<file path="src/hw/rtl/cmdsplit_pkg.sv">
package cmdsplit_pkg;

   // Parser modes.
   localparam logic [2:0] MODE_BETWEEN = 3'd0;
   localparam logic [2:0] MODE_BARE    = 3'd1;
   localparam logic [2:0] MODE_SINGLE  = 3'd2;
   localparam logic [2:0] MODE_DOUBLE  = 3'd3;
   localparam logic [2:0] MODE_IGNORE  = 3'd4;

   // Result kinds.
   localparam logic [1:0] KIND_BYTE    = 2'd0;
   localparam logic [1:0] KIND_END_ARG = 2'd1;
   localparam logic [1:0] KIND_END_CMD = 2'd2;

   // Characters with a special meaning.
   localparam logic [7:0] CHAR_NUL       = 8'h00;
   localparam logic [7:0] CHAR_SQUOTE    = 8'h27;
   localparam logic [7:0] CHAR_DQUOTE    = 8'h22;
   localparam logic [7:0] CHAR_BACKSLASH = 8'h5C;
   localparam logic [7:0] CHAR_NEWLINE   = 8'h0A;
   localparam logic [7:0] CHAR_SPACE     = 8'h20;

   localparam int MAX_ARGS_DEFAULT = 256;

   typedef struct packed {
      logic [1:0] kind;
      logic [7:0] out_byte;
      logic [7:0] arg_total;
      logic       last_of_run;
   } result_type;

   // Up to three results caused by one input byte.
   typedef struct packed {
      logic [1:0]           count;
      result_type [2:0]     item;
   } bundle_type;

endpackage

</file>
<file path="src/hw/rtl/command_line_argument_splitter.sv">
// Channel   Ports                                        Direction  Moves
// req       req_valid, req_ready, req_in_byte            in         one command byte
// rsp       rsp_valid, rsp_ready, rsp_kind, rsp_out_byte, out        one result
//           rsp_arg_total, rsp_last_of_run
//
// A byte is decoded in the cycle it is accepted; its first result is offered in the cycle after.
// Results leave one per cycle while rsp_ready is high, and a byte with several results holds
// off the next byte until its last result leaves.
// Reset is synchronous: the parser returns to between arguments with a zero count and the
// result register empties. A stalled rsp holds its transaction and blocks new bytes unless
// the last pending result leaves in the same cycle.
module command_line_argument_splitter #(
   parameter int MaxArgs = cmdsplit_pkg::MAX_ARGS_DEFAULT
) (
   input  logic       clock,
   input  logic       reset,
   input  logic       req_valid,
   output logic       req_ready,
   input  logic [7:0] req_in_byte,
   output logic       rsp_valid,
   input  logic       rsp_ready,
   output logic [1:0] rsp_kind,
   output logic [7:0] rsp_out_byte,
   output logic [7:0] rsp_arg_total,
   output logic       rsp_last_of_run
);

   // A transaction on req is accepted when the result register can take the new bundle.
   logic                     accept;
   cmdsplit_pkg::bundle_type bundle;
   cmdsplit_pkg::result_type item;

   assign accept = req_valid && req_ready;

   // The parser holds the mode, the pending backslash and the argument count, and turns
   // one byte into the list of results it causes.
   cmdsplit_parser #(
      .MaxArgs (MaxArgs)
   ) u_parser (
      .clock   (clock),
      .reset   (reset),
      .accept  (accept),
      .in_byte (req_in_byte),
      .bundle  (bundle)
   );

   // The result register presents the results one transaction at a time.
   cmdsplit_outq u_outq (
      .clock      (clock),
      .reset      (reset),
      .load       (accept),
      .bundle     (bundle),
      .load_ready (req_ready),
      .out_valid  (rsp_valid),
      .out_ready  (rsp_ready),
      .out_item   (item)
   );

   assign rsp_kind        = item.kind;
   assign rsp_out_byte    = item.out_byte;
   assign rsp_arg_total   = item.arg_total;
   assign rsp_last_of_run = item.last_of_run;

endmodule

</file>
<file path="src/hw/rtl/cmdsplit_parser.sv">
module cmdsplit_parser #(
   parameter int MaxArgs = cmdsplit_pkg::MAX_ARGS_DEFAULT
) (
   input  logic                     clock,
   input  logic                     reset,
   input  logic                     accept,
   input  logic [7:0]               in_byte,
   output cmdsplit_pkg::bundle_type bundle
);

   localparam int          CapInt = (MaxArgs - 1 > 255) ? 255 : MaxArgs - 1;
   localparam logic [7:0]  ArgCap = 8'(CapInt);

   logic [2:0] mode_ff, mode_in;
   logic       bs_ff, bs_in;
   logic [7:0] cnt_ff, cnt_in;

   function automatic cmdsplit_pkg::bundle_type push(
      input cmdsplit_pkg::bundle_type b,
      input logic [1:0] kind,
      input logic [7:0] val,
      input logic [7:0] total
   );
      cmdsplit_pkg::bundle_type r;
      r = b;
      r.item[b.count].kind        = kind;
      r.item[b.count].out_byte    = val;
      r.item[b.count].arg_total   = total;
      r.item[b.count].last_of_run = 1'b0;
      r.count = b.count + 2'd1;
      return r;
   endfunction

   function automatic logic is_ws(input logic [7:0] c);
      return (c >= 8'd9 && c <= 8'd13) || c == cmdsplit_pkg::CHAR_SPACE;
   endfunction

   always_comb begin
      cmdsplit_pkg::bundle_type b;
      logic in_arg;
      b       = '0;
      mode_in = mode_ff;
      bs_in   = bs_ff;
      cnt_in  = cnt_ff;
      in_arg  = (mode_ff == cmdsplit_pkg::MODE_BARE) || (mode_ff == cmdsplit_pkg::MODE_SINGLE)
                || (mode_ff == cmdsplit_pkg::MODE_DOUBLE);
      if (in_byte == cmdsplit_pkg::CHAR_NUL) begin
         if (in_arg && bs_ff) begin
            b = push(b, cmdsplit_pkg::KIND_BYTE, cmdsplit_pkg::CHAR_BACKSLASH, 8'd0);
         end
         if (in_arg) begin
            b = push(b, cmdsplit_pkg::KIND_END_ARG, 8'd0, 8'd0);
         end
         b       = push(b, cmdsplit_pkg::KIND_END_CMD, 8'd0, cnt_ff);
         mode_in = cmdsplit_pkg::MODE_BETWEEN;
         bs_in   = 1'b0;
         cnt_in  = 8'd0;
      end else begin
         unique case (mode_ff)
            cmdsplit_pkg::MODE_IGNORE: begin
            end
            cmdsplit_pkg::MODE_SINGLE: begin
               if (in_byte == cmdsplit_pkg::CHAR_SQUOTE) begin
                  b       = push(b, cmdsplit_pkg::KIND_END_ARG, 8'd0, 8'd0);
                  mode_in = cmdsplit_pkg::MODE_BETWEEN;
               end else begin
                  b = push(b, cmdsplit_pkg::KIND_BYTE, in_byte, 8'd0);
               end
            end
            cmdsplit_pkg::MODE_DOUBLE: begin
               if (bs_ff) begin
                  bs_in = 1'b0;
                  if (!(in_byte == cmdsplit_pkg::CHAR_DQUOTE
                        || in_byte == cmdsplit_pkg::CHAR_BACKSLASH
                        || in_byte == cmdsplit_pkg::CHAR_NEWLINE)) begin
                     b = push(b, cmdsplit_pkg::KIND_BYTE, cmdsplit_pkg::CHAR_BACKSLASH, 8'd0);
                  end
                  b = push(b, cmdsplit_pkg::KIND_BYTE, in_byte, 8'd0);
               end else if (in_byte == cmdsplit_pkg::CHAR_DQUOTE) begin
                  b       = push(b, cmdsplit_pkg::KIND_END_ARG, 8'd0, 8'd0);
                  mode_in = cmdsplit_pkg::MODE_BETWEEN;
               end else if (in_byte == cmdsplit_pkg::CHAR_BACKSLASH) begin
                  bs_in = 1'b1;
               end else begin
                  b = push(b, cmdsplit_pkg::KIND_BYTE, in_byte, 8'd0);
               end
            end
            cmdsplit_pkg::MODE_BARE: begin
               if (bs_ff) begin
                  bs_in = 1'b0;
                  b     = push(b, cmdsplit_pkg::KIND_BYTE, in_byte, 8'd0);
               end else if (is_ws(in_byte)) begin
                  b       = push(b, cmdsplit_pkg::KIND_END_ARG, 8'd0, 8'd0);
                  mode_in = cmdsplit_pkg::MODE_BETWEEN;
               end else if (in_byte == cmdsplit_pkg::CHAR_BACKSLASH) begin
                  bs_in = 1'b1;
               end else begin
                  b = push(b, cmdsplit_pkg::KIND_BYTE, in_byte, 8'd0);
               end
            end
            default: begin
               // Between arguments; unused codes behave the same way.
               if (!is_ws(in_byte)) begin
                  if (cnt_ff >= ArgCap) begin
                     mode_in = cmdsplit_pkg::MODE_IGNORE;
                  end else begin
                     cnt_in = cnt_ff + 8'd1;
                     bs_in  = 1'b0;
                     if (in_byte == cmdsplit_pkg::CHAR_SQUOTE) begin
                        mode_in = cmdsplit_pkg::MODE_SINGLE;
                     end else if (in_byte == cmdsplit_pkg::CHAR_DQUOTE) begin
                        mode_in = cmdsplit_pkg::MODE_DOUBLE;
                     end else begin
                        mode_in = cmdsplit_pkg::MODE_BARE;
                        if (in_byte == cmdsplit_pkg::CHAR_BACKSLASH) begin
                           bs_in = 1'b1;
                        end else begin
                           b = push(b, cmdsplit_pkg::KIND_BYTE, in_byte, 8'd0);
                        end
                     end
                  end
               end
            end
         endcase
      end
      for (int i = 0; i < 3; i++) begin
         b.item[i].last_of_run = (b.count != 2'd0) && (2'(i) == b.count - 2'd1);
      end
      bundle = b;
   end

   always_ff @(posedge clock) begin
      if (reset) begin
         mode_ff <= cmdsplit_pkg::MODE_BETWEEN;
         bs_ff   <= 1'b0;
         cnt_ff  <= 8'd0;
      end else if (accept) begin
         mode_ff <= mode_in;
         bs_ff   <= bs_in;
         cnt_ff  <= cnt_in;
      end
   end

endmodule

</file>
<file path="src/hw/rtl/cmdsplit_outq.sv">
module cmdsplit_outq (
   input  logic                     clock,
   input  logic                     reset,
   input  logic                     load,
   input  cmdsplit_pkg::bundle_type bundle,
   output logic                     load_ready,
   output logic                     out_valid,
   input  logic                     out_ready,
   output cmdsplit_pkg::result_type out_item
);

   logic [1:0]                    rem_ff, rem_in;
   cmdsplit_pkg::result_type [2:0] item_ff, item_in;
   logic                          pop;

   assign pop        = (rem_ff != 2'd0) && out_ready;
   assign load_ready = (rem_ff == 2'd0) || ((rem_ff == 2'd1) && out_ready);
   assign out_valid  = (rem_ff != 2'd0);
   assign out_item   = item_ff[0];

   always_comb begin
      rem_in  = rem_ff;
      item_in = item_ff;
      if (load) begin
         rem_in  = bundle.count;
         item_in = bundle.item;
      end else if (pop) begin
         rem_in     = rem_ff - 2'd1;
         item_in[0] = item_ff[1];
         item_in[1] = item_ff[2];
      end
   end

   always_ff @(posedge clock) begin
      if (reset) begin
         rem_ff <= 2'd0;
      end else begin
         rem_ff <= rem_in;
      end
   end

   always_ff @(posedge clock) begin
      item_ff <= item_in;
   end

endmodule

</file>
<file path="config.mk">
export PLATFORM = sky130hd
export DESIGN_NAME = command_line_argument_splitter
export DESIGN_NICKNAME = d
export VERILOG_FILES = /design/src/hw/rtl/cmdsplit_pkg.sv /design/src/hw/rtl/command_line_argument_splitter.sv /design/src/hw/rtl/cmdsplit_parser.sv /design/src/hw/rtl/cmdsplit_outq.sv
export SDC_FILE = /design/constraint.sdc
export NUM_CORES = 1
export LEC_CHECK = 0
export ABC_AREA = 1
export BUFFER_PORTS_ARGS = -buffer_cell sky130_fd_sc_hd__buf_4
export CORE_UTILIZATION = 31
export DETAILED_ROUTE_END_ITERATION = 8
export PLACE_DENSITY_LB_ADDON = 0.08
export SYNTH_ARGS = -nofsm -noshare
export SYNTH_HDL_FRONTEND = slang
export SYNTH_SLANG_ARGS = --single-unit
</file>
<file path="constraint.sdc">
create_clock -name clock -period 2.1 [get_ports clock]
set_input_delay 0.315 -clock clock [delete_from_list [all_inputs] [get_ports clock]]
set_output_delay 0.315 -clock clock [all_outputs]
set_load 0.01 [all_outputs]
</file>
==> results of run 1 <==
Yosys cell counts (4+ instances only):
cell type,count
buf_4,19
nor2_1,64
a21oi_1,21
o21ai_0,30
buf_2,4
xor2_1,4
clkbuf_1,4
inv_1,48
edfxtp_1,48
nand4_1,5
nand2_1,118
dfxtp_1,14
nand2_2,4
nor3_1,13
nand3_1,38
o211ai_1,6
worst reg2reg max path: stages, from the launching register on:
cell and delay, ns:
dfxtp_1 0.32, inv_1 0.07, ha_1 0.18, inv_1 0.08, a21oi_2 0.16, inv_1 0.12
nor2_1 0.18, nand2_1 0.24, nor3_1 0.33
registers in the layout, indices dropped and copies added (netlist names):
name              count
u_parser.cnt_ff       8
u_outq.rem_ff         2
u_outq.out_item      19
u_parser.mode_ff      3
u_outq.item_ff       29
u_parser.bs_ff        1
where the power goes:
part           internal, mW  switching (mW)
Combinational         0.953            1.70
Clock                  1.15           0.549
Sequential             2.00           0.157
Total                  4.10            2.41
per-stage QoR:
step	area [um^2]	setup WS, ns	std cells	setup TNS, ns
6_report	4400	0.217	653	0
5_1_grt	4400	-0.0127	653	-0.0139
4_1_cts	4400	0.191	653	0
3_5_place_dp	4060	0.0661	637	0
3_3_place_gp	4060	0.0711	637	0
2_1_floorplan	3670	0.0176	468	0
placed cells by master (no fill, tap or decap), drive strengths merged:
cell type    n
clkinv       5
bufinv       3
nor2        71
nand2      123
xor2         4
nand4        5
clkbuf       9
o2111ai      1
ha           3
dfxtp       14
clkinvlp     1
a31oi        2
a21boi       1
edfxtp      48
o211ai       6
nor3        14
o21ai       34
a21oi       21
buf         56
inv         50
o21a         1
nand3       38
timing repair:
item                                    in CTS  in global routing
endpoints found under the setup margin       0                  3
buffers inserted                             0                  0
resized for setup                            0                  1
per-layer routing:
layer	up-vias	GRT usage, %
li1	1599	-
met1	1444	25.8
met2	72	23.9
met3	9	3.61
met4	0	6.76
met5	-	0
kinds of logic (layout without fill, tap and decap cells):
family / Yosys count / after routing / share of synthesized area [%]
AOI/OAI and AO/OA: 66 / 66 / 10.0
xor gates and xnor gates: 4 / 4 / 0.954
adders and majority gates: 3 / 3 / 1.02
buffers and inverters: 82 / 124 / 11.2
DFF: 62 / 62 / 46.9
and+or+nand+nor: 251 / 251 / 29.9
worst paths after layout:
kind	cells after the start	slack, ns	endpoint	from
worst max-delay path	8	0.22	u_outq.item_ff[35]	u_outq.rem_ff[0]
worst min-delay path	2	0.18	u_parser.cnt_ff[7]	reset
worst min register to register	2	0.50	u_parser.mode_ff[0]	u_parser.mode_ff[0]
worst max register to register	8	0.22	u_outq.item_ff[35]	u_outq.rem_ff[0]
area by class of cell:
class	instances	area [um^2]
repair buffers	56	420
fillers	1157	7060
well taps	143	179
clock buffers	9	225
multi-input cells	324	1550
clock inverters	7	113
flip-flops and latches	62	1720
inverters	52	200
==> results_dict.tcl, run 1 <==
set metrics [dict create \
    start_util_pct 32.0 \
    n_antenna_cell 0 \
    fin_crit_sh_pct 89.7 \
    maxUsedRoutingLayer "met4" \
    ys_seq_area_share_pct 46.9 \
    required_ns 2.23 \
    status "completed" \
    wire_per_inst_um 15.0 \
    wl_met2_um 4140 \
    grt_pass1_wl_um 16200 \
    gp_congestion 0.917 \
    grt_use_total_pct 17.2 \
    m1WireLength_um 5120 \
    synth_top_cell_area_share_pct 39.3 \
    critical-path-max-stage-delay_ns 0.33 \
    clk_latency_ns 0.33 \
    ys_ff_latch 62 \
    die_w_um 111 \
    slew_headroom_pct 75.6 \
    holdBufCountCts 0 \
    worst_pin_slew_ns 0.363 \
    drv_slew 0 \
    slowest_stage "nor3_1" \
    vias 3124 \
    htreeDepth 3 \
    setup_violations 0 \
    crit_fanout 11 \
    dp_hpwl_um 7460 \
    antenna_found_initial 0 \
    skew_ns 0.0104 \
    postRouteAntennaNets 0 \
    first_global_vias 2984 \
    synthArstFlopShare_pct 0 \
    totalWireLength_um 9790 \
    io_pins 33 \
    yosysTopAreaCell "edfxtp_1" \
    grt_setup_unrepaired "true" \
    cap_violations 0 \
    synth_fp_nets 483 \
    core_area_um2 11500 \
    critical_path_buf_inv_count 3 \
    dr_wl_met3_um 410 \
    crit_path_frequent_cell "inv_1" \
    min_period_ns 1.88 \
    num_rows 39 \
    tritoncts "done" \
    cp-end-kind "flip-flop" \
    die_area_um2 12300 \
    ys_warn_count 0 \
    path_cells "inv_1, ha_1, inv_1, a21oi_2, inv_1, nor2_1, nand2_1, nor3_1" \
    cts_inserted_buffers 9 \
    cts_sinks 62 \
    crit_type "flip-flop to flip-flop" \
    hold_viol_final 0 \
    synthesis.area_um2 3670 \
    synthTopCellsByArea "edfxtp_1, nand2_1, dfxtp_1, nor2_1, nand3_1" \
    drt_pass1_iterations 4 \
    ir_drop_mv 0.732 \
    ys.flop_type "edfxtp_1" \
    root_buffer "clkbuf_16" \
    vias_per_cell 4.78 \
    die_y_um 111 \
    synth.distinct_cells 31 \
    path_delay_family "simple AND/OR/NAND/NOR gates" \
    path_clk_slew_ns 0.06 \
    grt_overflow 0 \
    synthCells 468 \
    fin_util_pct 38.4 \
    fmax_mhz 531 \
    syn_area_per_cell_um2 7.84 \
    total_power_mw 6.51 \
    nets 520 \
    portBuffers 32 \
    hp-class "input pin to flip-flop" \
    layout-drive-gt1-share_pct 18.2 \
    arrival_ns 2.02 \
    start_kind "flip-flop" \
    grt_max_degree 24 \
    synth_edf_count 48 \
    worst_hold_slack_ns 0.184 \
    power_per_cell_area_nw_per_um2 1480 \
    ctsLongestPathBuffers 2 \
    syn_to_final_growth_pct 20.0 \
    power.leakage_nw 1.92 \
    drc_errors 0 \
    drt_iter0_markers 220 \
]
(Power assumes the default switching activity.)
==> inputs of run 2 (changes only) <==
--- a/config.mk
+++ b/config.mk
@@ -7,7 +7,7 @@
 export LEC_CHECK = 0
 export ABC_AREA = 1
 export BUFFER_PORTS_ARGS = -buffer_cell sky130_fd_sc_hd__buf_4
-export CORE_UTILIZATION = 31
+export CORE_UTILIZATION = 50
 export DETAILED_ROUTE_END_ITERATION = 8
 export PLACE_DENSITY_LB_ADDON = 0.08
 export SYNTH_ARGS = -nofsm -noshare
==> run 2 against run 1 <==
Routed wire length decreased by 12%. Combinational power shrank 2%. Cell count is 8.4% lower. Highest routed layer unchanged.
==> results_dict.tcl, run 2 (synthesis gave the netlist of run 1 again) <==
set metrics [dict create \
    layout-drive-gt1-share_pct 17.3 \
    top_register "u_outq.item_ff" \
    num_rows 30 \
    htreeDepth 3 \
    reg2regPathDepth 12 \
    p_switching_mw 2.34 \
    setup_violations 0 \
    wire_per_inst_um 14.4 \
    status "completed" \
    required_ns 2.34 \
    ir_drop_mv 0.720 \
    fillers 623 \
    drc_errors 0 \
    io_pins 33 \
    total_power_mw 5.83 \
    whs_path_depth 2 \
    skew_ns 0.00520 \
    largest_register_ffs 29 \
    fin_util_pct 59.9 \
    grt_use_total_pct 24.2 \
    power.leakage_nw 1.83 \
    cp-end-kind "flip-flop" \
    clk_latency_ns 0.34 \
    portBuffers 32 \
    drt_iter0_markers 241 \
    first_global_vias 2838 \
    worst_pin_slew_ns 0.345 \
    gp_congestion 0.999 \
    combPwrFrac_pct 44.9 \
    critical-path-max-stage-delay_ns 0.33 \
    nets 512 \
    final_cell_mix "nand2_1, nor2_1, inv_1, edfxtp_1, buf_4" \
    grt_setup_unrepaired "true" \
    grt_overflow 0 \
    fin_crit_sh_pct 91.9 \
    drt_pass1_iterations 5 \
    sw_frac_of_total_pct 40.1 \
    start_kind "flip-flop" \
    cap_violations 0 \
    cts_setup_buffers 0 \
    cts_inserted_buffers 9 \
    start_util_pct 52.9 \
    ctsLongestPathBuffers 2 \
    die_area_um2 7690 \
    clockPowerShare_pct 18.0 \
    layout_commonest_cell "nand2_1" \
    hp-class "input pin to flip-flop" \
    slowest_stage "dfxtp_1" \
    tritoncts "done" \
    slew_headroom_pct 77.0 \
    antenna_found_initial 0 \
    dp_hpwl_um 6410 \
    path_clk_slew_ns 0.07 \
    vias_per_cell 5.26 \
    arrival_ns 2.17 \
    power_per_cell_area_nw_per_um2 1400 \
    die_y_um 87.7 \
    hold_viol_final 0 \
    crit_path_frequent_cell "nand2_1" \
    postRouteAntennaNets 0 \
    fmax_mhz 518 \
    totalWireLength_um 8600 \
    grt_pass1_wl_um 14100 \
    drv_slew 0 \
    path_cells "inv_1, ha_1, inv_1, a21oi_1, buf_4, nand2_1, a21oi_1, nand3_1, nand2_1, nand3_1, nand2_1, nor2_1" \
    syn_to_final_growth_pct 13.4 \
    intPower_mw 3.49 \
    grt_max_degree 27 \
    multi_input_area_um2 1550 \
    pwr-share-seq_pct 37.1 \
    core_area_um2 6940 \
    n_antenna_cell 0 \
    die_w_um 87.7 \
    min_period_ns 1.93 \
    area.sequential_um2 1720 \
    vias 3148 \
    root_buffer "clkbuf_8" \
    cts_sinks 62 \
    crit_fanout 19 \
    crit_type "flip-flop to flip-flop" \
]
run 2: cell count changes in the layout (fill, tap and decap cells not counted), sizes merged:
cell / previous run / this run
bufinv: 3 / 1
inv: 50 / 51
buf: 56 / 48
clkinvlp: 1 / 2
run 2: cell type report:
class                   instances  area share (%)
clock buffers                   9            2.98
clock inverters                 7            1.74
inverters                      52            4.81
multi-input cells             324            37.3
flip-flops and latches         62            41.4
well taps                      96            2.89
repair buffers                 48            8.96
run 2: path summary, 6_finish.rpt:
path / to / slack (ns) / start
worst max-delay path: u_parser.mode_ff[1] / 0.17 / u_outq.rem_ff[0]
worst min-delay path: u_parser.cnt_ff[5] / 0.16 / reset
worst max register to register: u_parser.mode_ff[1] / 0.17 / u_outq.rem_ff[0]
worst min register to register: u_parser.mode_ff[0] / 0.51 / u_parser.mode_ff[0]
run 2: power by group through the flow:
stage                     Combinational (mW)  Clock [mW]  Sequential (mW)
after detailed placement                2.60           0             2.19
after floorplan                         1.92           0             2.16
after global routing                    2.92        1.12             2.22
final                                   2.62        1.05             2.16
after global placement                  2.57           0             2.17
after CTS                               2.60        1.06             2.17
run 2: worst max-delay path: cells and delay by family (launching register included):
kind | cells | cell delay (ns)
simple gates | 6 | 0.54
fa+ha+maj | 1 | 0.20
buf+inv | 3 | 0.46
compound gates | 2 | 0.31
flops | 1 | 0.33
run 2: per-stage QoR:
step | setup WS, ns | area [um^2] | hold slack, ns | TNS, ns | std cells
2_1_floorplan | 0.0176 | 3670 | 0.384 | 0 | 468
3_3_place_gp | 0.107 | 3950 | 0.493 | 0 | 582
3_5_place_dp | 0.103 | 3950 | 0.499 | 0 | 582
4_1_cts | 0.0738 | 4150 | 0.154 | 0 | 598
5_1_grt | -0.0285 | 4160 | 0.154 | -0.0401 | 598
6_report | 0.170 | 4160 | 0.162 | 0 | 598
run 2: layer usage:
layer  share of wire (%)  wire length (um)  up-vias  global-route usage, %
met1                  48              4110     1423                   35.9
met5                   0                 0        -                      0
met3                 7.7               666       10                   4.52
li1                    -                 -     1582                      -
met4                0.93                80        0                   6.56
met2                  44              3740      133                   36.2
run 2: repair_timing:
action,4_1_cts,5_1_grt
hold buffers,0,0
endpoints found under the setup margin,0,18
resized for setup,0,4
